## config.mk

```make
export PLATFORM = sky130hd
export DESIGN_NAME = csv_line_field_decoder
export DESIGN_NICKNAME = d
export VERILOG_FILES = /design/src/cfd_pkg.sv /design/src/cfd_front.sv /design/src/cfd_queue.sv /design/src/cfd_back.sv /design/src/csv_line_field_decoder.sv
export SDC_FILE = /design/constraint.sdc
export NUM_CORES = 1
export LEC_CHECK = 0
export ABC_AREA = 1
export BUFFER_PORTS_ARGS = -buffer_cell sky130_fd_sc_hd__buf_2
export CORE_MARGIN = 2
export CORE_UTILIZATION = 55
export CTS_BUF_LIST = sky130_fd_sc_hd__clkbuf_8
export DETAILED_ROUTE_END_ITERATION = 8
export GPL_TIMING_DRIVEN = 0
export PLACE_DENSITY = 0.74
export SLEW_MARGIN = 20
export SYNTH_ARGS = -nofsm -noshare
export SYNTH_HDL_FRONTEND = slang
export SYNTH_SLANG_ARGS = --single-unit
```

## constraint.sdc

```tcl
create_clock -name clk -period 3.25 [get_ports clk]
set_clock_uncertainty 0.05 [all_clocks]
set_input_delay 0.65 -clock clk [delete_from_list [all_inputs] [get_ports clk]]
set_output_delay 0.65 -clock clk [all_outputs]
set_load 0.005 [all_outputs]
```

## src/cfd_pkg.sv

```systemverilog
package cfd_pkg;

  // Field index width; the counter saturates at its all-ones value
  localparam int FIELD_INDEX_BITS = 8;
  localparam logic [FIELD_INDEX_BITS-1:0] FIELD_MAX = '1;
  // Width used to clamp the field index to the 8-bit output field
  localparam int FN_W = (FIELD_INDEX_BITS > 8) ? FIELD_INDEX_BITS : 8;

  // Per-field character limit register
  localparam int LIMIT_W = 12;
  localparam logic [LIMIT_W-1:0] LIMIT_RESET = 12'd2046;

  // Special bytes
  localparam logic [7:0] CH_QUOTE = 8'h22;
  localparam logic [7:0] CH_COMMA = 8'h2C;

  // Result kinds
  localparam logic [1:0] KIND_CHAR  = 2'd0;
  localparam logic [1:0] KIND_FIELD = 2'd1;
  localparam logic [1:0] KIND_LINE  = 2'd2;
  localparam logic [1:0] KIND_ERROR = 2'd3;

  // Token queue between classifier and parser (depth a power of two)
  localparam int QUEUE_DEPTH = 2;
  localparam int QPTR_W = $clog2(QUEUE_DEPTH);
  localparam int QCNT_W = $clog2(QUEUE_DEPTH + 1);

  typedef struct packed {
    logic [7:0] char_code;
    logic       end_of_line;
  } in_item_t;

  typedef struct packed {
    logic [1:0] kind;
    logic [7:0] out_char;
    logic [7:0] field_number;
    logic       truncated;
  } out_item_t;

  typedef enum logic [1:0] {
    TOK_CHAR,
    TOK_QUOTE,
    TOK_COMMA,
    TOK_EOL
  } tok_cls_t;

  typedef struct packed {
    tok_cls_t   cls;
    logic [7:0] ch;
  } token_t;

  typedef enum logic [2:0] {
    MODE_START,
    MODE_PLAIN,
    MODE_PLAIN_Q,
    MODE_QUOTED,
    MODE_QUOTED_Q,
    MODE_SKIP
  } parse_mode_t;

  // Queue head seen by the back end: valid flag and the oldest token
  typedef struct packed {
    logic   valid;
    token_t tok;
  } q_out_t;

endpackage

```

## src/cfd_front.sv

```systemverilog
module cfd_front (
  input  logic              in_valid,
  output logic              in_ready,
  input  cfd_pkg::in_item_t in_data,
  input  logic              q_full,
  output logic              push,
  output cfd_pkg::token_t   push_tok
);

  // Accept whenever the queue has room
  assign in_ready = !q_full;
  assign push     = in_valid && !q_full;

  // Classify the byte into a parser token
  always_comb begin
    push_tok.ch = in_data.char_code;
    if (in_data.end_of_line) begin
      push_tok.cls = cfd_pkg::TOK_EOL;
    end else if (in_data.char_code == cfd_pkg::CH_QUOTE) begin
      push_tok.cls = cfd_pkg::TOK_QUOTE;
    end else if (in_data.char_code == cfd_pkg::CH_COMMA) begin
      push_tok.cls = cfd_pkg::TOK_COMMA;
    end else begin
      push_tok.cls = cfd_pkg::TOK_CHAR;
    end
  end

endmodule

```

## src/cfd_queue.sv

```systemverilog
module cfd_queue (
  input  logic            clk,
  input  logic            rst_n,
  input  logic            push,
  input  cfd_pkg::token_t push_tok,
  output logic            full,
  input  logic            pop,
  output cfd_pkg::q_out_t head
);

  cfd_pkg::token_t                mem [cfd_pkg::QUEUE_DEPTH];
  logic [cfd_pkg::QPTR_W-1:0]     wr_ptr_r, wr_ptr_nxt;
  logic [cfd_pkg::QPTR_W-1:0]     rd_ptr_r, rd_ptr_nxt;
  logic [cfd_pkg::QCNT_W-1:0]     count_r, count_nxt;

  assign full       = (count_r == cfd_pkg::QCNT_W'(cfd_pkg::QUEUE_DEPTH));
  assign head.valid = (count_r != '0);
  assign head.tok   = mem[rd_ptr_r];

  // Pointer and occupancy update
  always_comb begin
    wr_ptr_nxt = push ? wr_ptr_r + 1'b1 : wr_ptr_r;
    rd_ptr_nxt = pop  ? rd_ptr_r + 1'b1 : rd_ptr_r;
    count_nxt  = count_r;
    if (push && !pop) begin
      count_nxt = count_r + 1'b1;
    end else if (pop && !push) begin
      count_nxt = count_r - 1'b1;
    end
  end

  always_ff @(posedge clk) begin
    if (!rst_n) begin
      wr_ptr_r <= '0;
      rd_ptr_r <= '0;
      count_r  <= '0;
    end else begin
      wr_ptr_r <= wr_ptr_nxt;
      rd_ptr_r <= rd_ptr_nxt;
      count_r  <= count_nxt;
    end
  end

  // Storage
  always_ff @(posedge clk) begin
    if (push) begin
      mem[wr_ptr_r] <= push_tok;
    end
  end

  a_no_overfill: assert property (@(posedge clk) disable iff (!rst_n)
    count_r <= cfd_pkg::QCNT_W'(cfd_pkg::QUEUE_DEPTH))
    else $error("token queue overfilled");

  a_pop_nonempty: assert property (@(posedge clk) disable iff (!rst_n)
    pop |-> head.valid)
    else $error("pop from empty token queue");

endmodule

```

## src/cfd_back.sv

```systemverilog
module cfd_back (
  input  logic                          clk,
  input  logic                          rst_n,
  input  logic [cfd_pkg::LIMIT_W-1:0]   limit,
  input  cfd_pkg::q_out_t               head,
  output logic                          pop,
  output logic                          out_valid,
  input  logic                          out_ready,
  output cfd_pkg::out_item_t            out_data
);

  cfd_pkg::parse_mode_t                   mode_r, mode_nxt;
  logic [cfd_pkg::LIMIT_W-1:0]            kept_r, kept_nxt;
  logic [cfd_pkg::FIELD_INDEX_BITS-1:0]   field_r, field_nxt;
  logic                                   drop_r, drop_nxt;
  logic                                   out_valid_r;
  cfd_pkg::out_item_t                     out_r;

  logic                    res_vld;
  cfd_pkg::out_item_t      res;
  logic                    want_char, want_end, want_err;
  logic [cfd_pkg::FN_W-1:0] field_ext;
  cfd_pkg::token_t         tok;

  assign tok       = head.tok;
  // Take the next token when the output register is free or draining
  assign pop       = head.valid && (!out_valid_r || out_ready);
  assign out_valid = out_valid_r;
  assign out_data  = out_r;

  // Field index widened to FN_W bits; it is clamped to 255 where the result is built
  assign field_ext = cfd_pkg::FN_W'(field_r);

  // Parser: next mode, counters and result for the head token
  always_comb begin
    mode_nxt  = mode_r;
    kept_nxt  = kept_r;
    field_nxt = field_r;
    drop_nxt  = drop_r;
    want_char = 1'b0;
    want_end  = 1'b0;
    want_err  = 1'b0;
    res_vld   = 1'b0;
    res.kind         = cfd_pkg::KIND_CHAR;
    res.out_char     = '0;
    res.truncated    = 1'b0;
    res.field_number = (field_ext > cfd_pkg::FN_W'(255)) ? 8'hFF : field_ext[7:0];

    if (tok.cls == cfd_pkg::TOK_EOL) begin
      unique case (mode_r) inside
        cfd_pkg::MODE_START, cfd_pkg::MODE_PLAIN, cfd_pkg::MODE_QUOTED_Q: begin
          res_vld       = 1'b1;
          res.kind      = cfd_pkg::KIND_LINE;
          res.truncated = drop_r;
        end
        cfd_pkg::MODE_QUOTED, cfd_pkg::MODE_PLAIN_Q: begin
          res_vld  = 1'b1;
          res.kind = cfd_pkg::KIND_ERROR;
        end
        default: ;
      endcase
      // Fresh line
      mode_nxt  = cfd_pkg::MODE_START;
      kept_nxt  = '0;
      field_nxt = '0;
      drop_nxt  = 1'b0;
    end else begin
      unique case (mode_r)
        cfd_pkg::MODE_START: begin
          if (tok.cls == cfd_pkg::TOK_QUOTE) begin
            mode_nxt = cfd_pkg::MODE_QUOTED;
          end else if (tok.cls == cfd_pkg::TOK_COMMA) begin
            want_end = 1'b1;
          end else begin
            mode_nxt  = cfd_pkg::MODE_PLAIN;
            want_char = 1'b1;
          end
        end
        cfd_pkg::MODE_PLAIN: begin
          if (tok.cls == cfd_pkg::TOK_COMMA) begin
            want_end = 1'b1;
          end else if (tok.cls == cfd_pkg::TOK_QUOTE) begin
            mode_nxt = cfd_pkg::MODE_PLAIN_Q;
          end else begin
            want_char = 1'b1;
          end
        end
        cfd_pkg::MODE_PLAIN_Q: begin
          if (tok.cls == cfd_pkg::TOK_QUOTE) begin
            mode_nxt  = cfd_pkg::MODE_PLAIN;
            want_char = 1'b1;
          end else begin
            want_err = 1'b1;
          end
        end
        cfd_pkg::MODE_QUOTED: begin
          if (tok.cls == cfd_pkg::TOK_QUOTE) begin
            mode_nxt = cfd_pkg::MODE_QUOTED_Q;
          end else begin
            want_char = 1'b1;
          end
        end
        cfd_pkg::MODE_QUOTED_Q: begin
          if (tok.cls == cfd_pkg::TOK_QUOTE) begin
            mode_nxt  = cfd_pkg::MODE_QUOTED;
            want_char = 1'b1;
          end else if (tok.cls == cfd_pkg::TOK_COMMA) begin
            want_end = 1'b1;
          end else begin
            want_err = 1'b1;
          end
        end
        default: begin
          mode_nxt = cfd_pkg::MODE_SKIP;
        end
      endcase

      // Keep the character while under the limit, else mark the field
      if (want_char) begin
        if (kept_r < limit) begin
          kept_nxt     = kept_r + 1'b1;
          res_vld      = 1'b1;
          res.out_char = tok.ch;
        end else begin
          drop_nxt = 1'b1;
        end
      end

      // Field end
      if (want_end) begin
        res_vld       = 1'b1;
        res.kind      = cfd_pkg::KIND_FIELD;
        res.truncated = drop_r;
        if (field_r != cfd_pkg::FIELD_MAX) begin
          field_nxt = field_r + 1'b1;
        end
        kept_nxt = '0;
        drop_nxt = 1'b0;
        mode_nxt = cfd_pkg::MODE_START;
      end

      // Format error: skip to end of line
      if (want_err) begin
        res_vld  = 1'b1;
        res.kind = cfd_pkg::KIND_ERROR;
        mode_nxt = cfd_pkg::MODE_SKIP;
      end
    end
  end

  // Parser state
  always_ff @(posedge clk) begin
    if (!rst_n) begin
      mode_r  <= cfd_pkg::MODE_START;
      kept_r  <= '0;
      field_r <= '0;
      drop_r  <= 1'b0;
    end else if (pop) begin
      mode_r  <= mode_nxt;
      kept_r  <= kept_nxt;
      field_r <= field_nxt;
      drop_r  <= drop_nxt;
    end
  end

  // Output register
  always_ff @(posedge clk) begin
    if (!rst_n) begin
      out_valid_r <= 1'b0;
    end else if (pop && res_vld) begin
      out_valid_r <= 1'b1;
    end else if (out_ready) begin
      out_valid_r <= 1'b0;
    end
  end

  always_ff @(posedge clk) begin
    if (pop && res_vld) begin
      out_r <= res;
    end
  end

  a_reset_empty: assert property (@(posedge clk)
    !rst_n |=> !out_valid_r)
    else $error("output valid right after reset");

  a_eol_clears: assert property (@(posedge clk) disable iff (!rst_n)
    pop && (tok.cls == cfd_pkg::TOK_EOL) |=>
      (mode_r == cfd_pkg::MODE_START) && (kept_r == '0) && (field_r == '0) && !drop_r)
    else $error("line end did not restart the parser");

  a_char_not_trunc: assert property (@(posedge clk) disable iff (!rst_n)
    out_valid_r && (out_r.kind == cfd_pkg::KIND_CHAR) |-> !out_r.truncated)
    else $error("character result flagged truncated");

  a_no_pop_stalled: assert property (@(posedge clk) disable iff (!rst_n)
    out_valid_r && !out_ready |-> !pop)
    else $error("parser advanced while output stalled");

endmodule

```

## src/csv_line_field_decoder.sv

```systemverilog
// CSV line field decoder: one byte (or end-of-line mark) per transfer.
// Throughput: one input item per cycle, sustained while the output is taken.
// Path: the token queue stores each byte as it is transferred, and the parser loads
// the output register when it pops the token; tokens that give no result load nothing.
// Reset (rst_n low, synchronous): queue and output empty, parser at field
// start with counters cleared, character limit back to 2046.
module csv_line_field_decoder (
  input  logic                          clk,
  input  logic                          rst_n,
  input  logic                          in_valid,
  output logic                          in_ready,
  input  cfd_pkg::in_item_t             in_data,
  output logic                          out_valid,
  input  logic                          out_ready,
  output cfd_pkg::out_item_t            out_data,
  input  logic                          cfg_we,
  input  logic [cfd_pkg::LIMIT_W-1:0]   cfg_wdata
);

  logic [cfd_pkg::LIMIT_W-1:0] limit_r;
  logic                        q_full;
  logic                        push;
  cfd_pkg::token_t             push_tok;
  logic                        pop;
  cfd_pkg::q_out_t             head;

  // Character limit register
  always_ff @(posedge clk) begin
    if (!rst_n) begin
      limit_r <= cfd_pkg::LIMIT_RESET;
    end else if (cfg_we) begin
      limit_r <= cfg_wdata;
    end
  end

  cfd_front u_front (
    .in_valid (in_valid),
    .in_ready (in_ready),
    .in_data  (in_data),
    .q_full   (q_full),
    .push     (push),
    .push_tok (push_tok)
  );

  cfd_queue u_queue (
    .clk      (clk),
    .rst_n    (rst_n),
    .push     (push),
    .push_tok (push_tok),
    .full     (q_full),
    .pop      (pop),
    .head     (head)
  );

  cfd_back u_back (
    .clk       (clk),
    .rst_n     (rst_n),
    .limit     (limit_r),
    .head      (head),
    .pop       (pop),
    .out_valid (out_valid),
    .out_ready (out_ready),
    .out_data  (out_data)
  );

endmodule
```

### Word level (Yosys, flattened, before mapping)

Memories as Yosys holds them, arrays and structs flattened. A register that Yosys moved wholly into a read port is not among the register bits.
Index checks and enable logic that the tools add are counted.

* logic and storage cells: 129
* input port bits: 26
* memory bits (writable): 20
* output and inout port bits: 21
* register bits: 60
* memories: 1

Memory list
* u_queue.mem: words 2, width 10, read ports 1, clocked after Yosys merged registers in 1, write ports 1, line cfd_queue.sv:11 `cfd_pkg::token_t mem [cfd_pkg::QUEUE_DEPTH];`

* $lt $le $gt $ge: 2
* mux-type cells: 59
* bitwise logic cells: 2
* reduce and logical (&&, ||, !) cells: 28
* add/sub/neg operators: 6
* equality and inequality tests: 18

Operators by type and width (number)
* 12-bit two-way mux: 4
* 1-bit two-way mux: 30
* 3-bit two-way mux: 10
* 5-bit by 4-bit != test with 1-bit output, second input constant: 5
* 8-bit two-way mux: 3
* 8-bit by 6-bit equality test with 1-bit output, second input constant: 2
* 3-bit one-hot mux with 5 select lines: 1
* 2-bit two-way mux: 7
* 12-bit by 1-bit adder with 12-bit output, second input constant: 1
* 12-bit less-than comparator: 1
* 2-bit nonzero test: 5
* 3-bit AND reduction: 3
* 8-bit by 1-bit adder with 8-bit output, second input constant: 1
* 8-bit greater-than comparator, second input constant: 1
* 8-bit != test, second input constant: 1
* 7-bit AND reduction: 1
* 2-bit equality test, second input constant: 3
* 3-bit by 2-bit equality test with 1-bit output, second input constant: 2
* 6-bit by 5-bit != test with 1-bit output, second input constant: 1
* 3-bit nonzero test: 2
* 2-bit OR reduction: 3
* 3-bit OR reduction: 2
* 1-bit logical AND: 5
* 5-bit OR reduction: 1
* other kinds (14): 20

### Logic depth before layout (Yosys ltp)

Gate-level depths: netlist of run 1.

* word-level depth: 11
* mapped depth: 15
* mapped depth without buffers: 15

### Modules after synthesis

Synthesis of run 1 repeated with hierarchy kept, for this count alone.

* cell total of the unflattened synthesis: 499
* area total of the unflattened synthesis: 4240.3 sq um

By module, submodules not included
* cfd_back: sequential area each 1071.0 sq um, area an instance 2672.6 sq um, times used 1, cells each 346
* cfd_queue: sequential area each 700.7 sq um, area an instance 992.2 sq um, times used 1, cells each 66
* csv_line_field_decoder: sequential area each 240.2 sq um, area an instance 422.9 sq um, times used 1, cells each 55
* cfd_front: sequential area each 0.0 sq um, area an instance 152.6 sq um, times used 1, cells each 32

### Worst setup path after synthesis of run 1

No wires, ideal clock.

* path kind: reg-to-reg
* from: register with a tool-made name
* to: register u_back.out_r, in the netlist u_back.out_data[0], enable pin
* setup time: 374 ps
* cell stages (with the launch flop): 14
* path slack: 606 ps
* required time: 2826 ps
* period minus slack after synthesis: 2644 ps
* data arrival time: 2220 ps
* path buffers: 1
* cells stage by stage: dfxtp_1 > clkbuf_1 > nand2_1 > o21ai_0 > inv_1 > ha_1 > inv_1 > nor3_1 > nor2_1 > a21oi_1 > nand3_2 > nand2_1 > nand2_1 > inv_1

RTL lines
* to (signal assigned): line cfd_back.sv:179 `out_r <= res;`
* to (decl): line cfd_back.sv:17 `cfd_pkg::out_item_t out_r;`

==> results of run 1 <==
[metal layers]
layer | GRT usage [%] | vias to the layer above | wire [um]
li1 | - | 1671 | -
met1 | 28.5 | 1540 | 3830
met2 | 33.8 | 98 | 3830
met3 | 3.67 | 15 | 438
met4 | 9.23 | 0 | 163
met5 | 0 | - | 0
[area by class of cell]
type | instances | area, sq um
fill | 617 | 2540
sequential | 81 | 2010
multi-input combinational | 321 | 1800
timing repair buffer | 47 | 250
inverter | 52 | 206
clock buffer | 9 | 124
tap | 99 | 124
clock inverter | 7 | 83.8
buffer | 12 | 73.8
[cell usage in the layout, fill, tap and decap left out, types with 2 or more instances in the layout]
master,n
a21oi_1,49
a21oi_2,9
buf_12,2
buf_2,47
clkbuf_1,8
clkbuf_8,9
clkinvlp_4,2
dfxtp_1,42
edfxtp_1,39
ha_1,18
inv_1,44
inv_2,5
inv_6,4
nand2_1,112
nand2_4,4
nand3_1,15
nand3_2,13
nand4_1,6
nor2_1,40
nor2_8,2
nor3_1,8
o21ai_0,22
o41ai_1,2
xnor2_1,3
xor2_1,8
[flip-flops by register name, summed over array words and instances (netlist names), 2 cells and up, named ones only]
register	cells
u_back.field_ext	8
u_back.out_data	19
u_back.kept_r	12
u_back.mode_r	3
limit_r	12
u_queue.mem	20
u_queue.count_r	2
[worst max path at each step]
stage	from	endpoint	slack, ns	cells past startpoint
after detailed placement	flop	u_back.out_data[8]	0.08	13
after floorplan	flop	u_back.out_data[0]	0.61	13
after global placement	flop	u_back.out_data[7]	0.10	12
after global routing	flop	u_back.out_data[2]	0.15	15
after CTS	flop	u_back.out_data[7]	0.06	13
final	flop	u_back.out_data[1]	0.39	14
[power by group]
group	switching (mW)	internal (mW)	total [mW]
Clock	0.405	0.371	0.777
Combinational	1.16	0.563	1.72
Sequential	0.0873	1.39	1.47
[what timing repair did]
| action | in CTS | in global routing |
|---|---|---|
| buffers inserted | 0 | 1 |
| gates resized for setup | 0 | 1 |
| endpoints found under the setup margin | 0 | 19 |
[cells by family (layout without fill, tap and decap cells)]
family          Yosys count  after routing  share of synthesized area, %
fa+ha+maj                18             18                          5.50
buf+inv                  64            127                          6.76
xor+xnor                 11             11                          2.35
flops                    81             81                          49.2
simple gates            205            205                          23.9
compound gates           87             87                          12.3
==> results.yml, run 1 <==
hold_path:
  min_from: "u_queue.rd_ptr_r"
  hold_depth: 1
  hold_path.class: "flop to flop"
synth:
  synth_cells: 466
  synth_area_leaders: "edfxtp_1, dfxtp_1, nand2_1"
  yosys_warnings: 0
  syn_area_per_cell_sq_um: 8.78
  ys_seq_area_share_pct: 49.2
  yosysMostFrequentCell: "nand2_1"
  syn-cell-area_sq_um: 4090
  synth_largest_area_cell: "edfxtp_1"
  synth_seq_cells: 81
  synth-edff-count: 39
  synth_common_cells: "nand2_1, a21oi_1, inv_1"
  ys_types: 36
  synth_flop_cell: "dfxtp_1"
  async_flop_share_pct: 0
  synth_top_area_share_pct: 28.6
  syn-num-nets: 510
pwr:
  power_density_nw_per_um2: 848
  power_mw: 3.97
  peakVddDrop_v: 0.000577
  p_leak_nw: 1.98
final_layout:
  drive_above_1_share_pct: 20.6
  areaGrowthSynthToFinish_pct: 14.3
  nets: 568
  layout.cells.non_filler: 628
  final_area_sq_um: 4680
  antenna_cells: 0
  final_util_pct: 64.8
grt:
  grt_pass1_vias: 3055
  overflow: 0
  grt_pass1_wl_mm: 13.9
  antenna_found_initial: 0
  grt_max_degree: 20
  grt_util_all_layers_pct: 21.2
setup_path:
  cp_top_family: "buffers and inverters"
  cpMaxStageDelayCell: "dfxtp_1"
  critPathArrivalTime_ns: 2.87
  criticalPathCategory: "flop to flop"
  worstPathRequired_ns: 3.27
  critPathCaptureType: "flop"
  reg2reg_to: "u_back.out_data[1]"
  slowest_delay_ns: 0.37
  crit_path_cell_trace: "clkbuf_1 -> nand2_1 -> o21ai_0 -> inv_1 -> ha_1 -> inv_1 -> nor3_1 -> nor2_1 -> a21oi_1 -> nand3_2 -> nand2_1 -> nand2_1 -> clkinvlp_4 -> buf_12"
  reg2reg_depth: 14
  timing.reg2reg.setup_slack_ns: 0.39
  crit_top_cell: "nand2_1"
  crit_path_start_kind: "flop"
  cp_num_buf_inv: 5
  cp_max_fo: 19
cts:
  cts_tree: "yes"
  hold_buffers: 0
  clockRootBuffer: "clkbuf_8"
  clk_pin_slew_worst_paths_ns: 0.08
  clock_latency_ns: 0.36
  numCtsBuffers: 9
  cts_htree_levels: 3
  clockBufferDepth: 2
  clock_sinks: 81
drt:
  vias: 3324
  wirelength_mm: 8.26
  ant_nets: 0
  drc: 0
  wl_per_cell_um: 13.2
  drt_pass1_iterations: 5
  vias_per_cell: 5.29
  drt_iter0_drc: 240
die:
  core-area_sq_um: 7210
  die_y_um: 90.3
  dieWidth_um: 90.3
  io_pins: 47
  start_util_pct: 56.7
  rows: 31
  die_area_sq_um: 8150
placed_design:
  place_congestion: 0.887
  dpl_cell_area_sq_um: 4450
  hpwl_mm: 5.97
  port_buffers: 46
  pre_cts_slack_ns: 0.0843
  dp.cells: 611
sta:
  min_period_ns: 2.86
  holdWs_ns: 0.411
  finalHoldViolations: 0
  relSlewSlack_pct: 39.8
  fin_crit_sh_pct: 87.9
  fmax_ghz: 0.350
  rsz0062_at_grt: "false"
  finalSetupTns_ns: 0
  setup_viol: 0
  worstMarginPinSlew_ns: 0.900
  setup_ws_ns: 0.392
  slew_viol_final: 0
run:
  drv_cap: 0
status:
  status: "complete, no violations"
Power figures use the tool's default switching activity.
==> run 2, diff against run 1 <==
--- a/config.mk
+++ b/config.mk
@@ -10,9 +10,10 @@
 export CORE_MARGIN = 2
 export CORE_UTILIZATION = 55
 export CTS_BUF_LIST = sky130_fd_sc_hd__clkbuf_8
+export CTS_CLUSTER_DIAMETER = 150
 export DETAILED_ROUTE_END_ITERATION = 8
 export GPL_TIMING_DRIVEN = 0
-export PLACE_DENSITY = 0.74
+export PLACE_DENSITY = 0.76
 export SLEW_MARGIN = 20
 export SYNTH_ARGS = -nofsm -noshare
 export SYNTH_HDL_FRONTEND = slang
==> run 2 against run 1 <==
Effect of this change: critical path depth is 1 lower; sequential share of layout area stayed put; via count is 0.39% lower; cell count stayed put; non-clock buffer count stayed put; die area stayed put; design area stayed put; sequential cell count stayed put; wire length is 1.2% higher; clock power is 1% lower.
==> results.yml, run 2 (synthesis gave the netlist of run 1 again) <==
pwr:
  p_leak_nw: 1.98
  power_density_nw_per_um2: 848
  power_mw: 3.97
  peakVddDrop_v: 0.000615
sta:
  slew_viol_final: 0
  finalSetupTns_ns: 0
  fin_crit_sh_pct: 89.3
  min_period_ns: 2.90
  finalHoldViolations: 0
  setup_viol: 0
  rsz0062_at_grt: "false"
  fmax_ghz: 0.345
  worstMarginPinSlew_ns: 0.876
  holdWs_ns: 0.415
  relSlewSlack_pct: 41.4
cts:
  clock_latency_ns: 0.35
  clockBufferDepth: 2
  cts_tree: "yes"
  clockRootBuffer: "clkbuf_8"
  clk_pin_slew_worst_paths_ns: 0.08
  hold_buffers: 0
  numCtsBuffers: 9
  clock_sinks: 81
  cts_htree_levels: 3
die:
  dieWidth_um: 90.3
  rows: 31
  start_util_pct: 56.7
  die_area_sq_um: 8150
  core-area_sq_um: 7210
  die_y_um: 90.3
  io_pins: 47
hold_path:
  hold_depth: 1
  min_from: "u_queue.rd_ptr_r"
  hold_path.class: "flop to flop"
setup_path:
  worstPathRequired_ns: 3.26
  reg2reg_to: "u_back.out_data[8]"
  crit_top_cell: "nand2_1"
  cp_num_buf_inv: 4
  crit_path_start_kind: "flop"
  cpMaxStageDelayCell: "clkbuf_1"
  reg2reg_depth: 13
  criticalPathCategory: "flop to flop"
  cp_top_family: "simple AND/OR/NAND/NOR gates"
  critPathCaptureType: "flop"
  critPathArrivalTime_ns: 2.92
  slowest_delay_ns: 0.38
  crit_path_cell_trace: "clkbuf_1 -> nand2_1 -> o21ai_0 -> inv_1 -> ha_1 -> nor3_2 -> nor2_1 -> a21oi_1 -> nand3_2 -> nand2_1 -> nand2_1 -> clkinvlp_4 -> buf_12"
  timing.reg2reg.setup_slack_ns: 0.35
  cp_max_fo: 19
grt:
  grt_util_all_layers_pct: 21.3
  grt_pass1_vias: 3073
  overflow: 0
  antenna_found_initial: 0
  grt_max_degree: 20
  grt_pass1_wl_mm: 14.0
final_layout:
  nets: 568
  antenna_cells: 0
  final_common_cell: "nand2_1"
  largest-register: "u_queue.mem"
  areaGrowthSynthToFinish_pct: 14.3
  final_cell_mix: "nand2_1, a21oi_1, buf_2"
  largest_register_ffs: 20
  layout.cells.non_filler: 628
  drive_above_1_share_pct: 20.6
drt:
  drc: 0
  wirelength_mm: 8.36
  wl_per_cell_um: 13.3
  vias_per_cell: 5.27
  drt_pass1_iterations: 5
  drt_iter0_drc: 265
  vias: 3311
  ant_nets: 0
placed_design:
  place_congestion: 0.864
  dp.cells: 611
  hpwl_mm: 6.08
  port_buffers: 46
run:
  drv_cap: 0
status:
  status: "complete, no violations"
[run 2: report_power, final]
| part | switching, mW | total [mW] | internal, mW | leakage (nW) |
|---|---|---|---|---|
| Sequential | 0.0946 | 1.48 | 1.39 | 0.715 |
| Combinational | 1.15 | 1.72 | 0.563 | 1.16 |
| Clock | 0.398 | 0.768 | 0.370 | 0.103 |
| Total | 1.65 | 3.97 | 2.32 | 1.98 |
[run 2: final cells by class]
cell class                 instances  area (sq um)
tap                               99           124
inverter                          52           206
clock inverter                     7          83.8
fill                             626          2540
buffer                            12          73.8
clock buffer                       9           124
multi-input combinational        321          1800
sequential                        81          2010
timing repair buffer              47           250
[run 2: through the flow]
stage	util, %	worst slack [ns]	cell area [sq um]
after global routing	64.8	0.0772	4680
after global placement	61.6	0.0854	4450
after CTS	64.6	0.189	4660
after detailed placement	61.6	0.0267	4450
final	64.8	0.348	4680
after floorplan	-	0.606	4090
[run 2: worst max path at each step]
stage | start | endpoint | slack, ns | cells past startpoint
global route | flop | u_back.out_data[8] | 0.08 | 13
floorplan | flop | u_back.out_data[0] | 0.61 | 13
CTS | flop | u_back.out_data[8] | 0.19 | 13
detailed placement | flop | u_back.out_data[5] | 0.03 | 12
global placement | flop | u_back.out_data[5] | 0.09 | 12
finish | flop | u_back.out_data[8] | 0.35 | 13
[run 2: per-layer routing]
layer | vias up | global-route usage, % | routed length, um
met3 | 14 | 4.42 | 484
met2 | 104 | 34.3 | 3880
met4 | 0 | 7.82 | 132
met5 | - | 0 | 0
met1 | 1526 | 28.7 | 3860
li1 | 1667 | - | -
[run 2: timing repair]
action / in CTS / in global routing
setup buffers: 0 / 1
gates resized for setup: 1 / 0
pin swaps: 0 / 0
endpoints found under the setup margin: 8 / 19
gates cloned: 0 / 0
endpoints found under the hold margin: 0 / 0
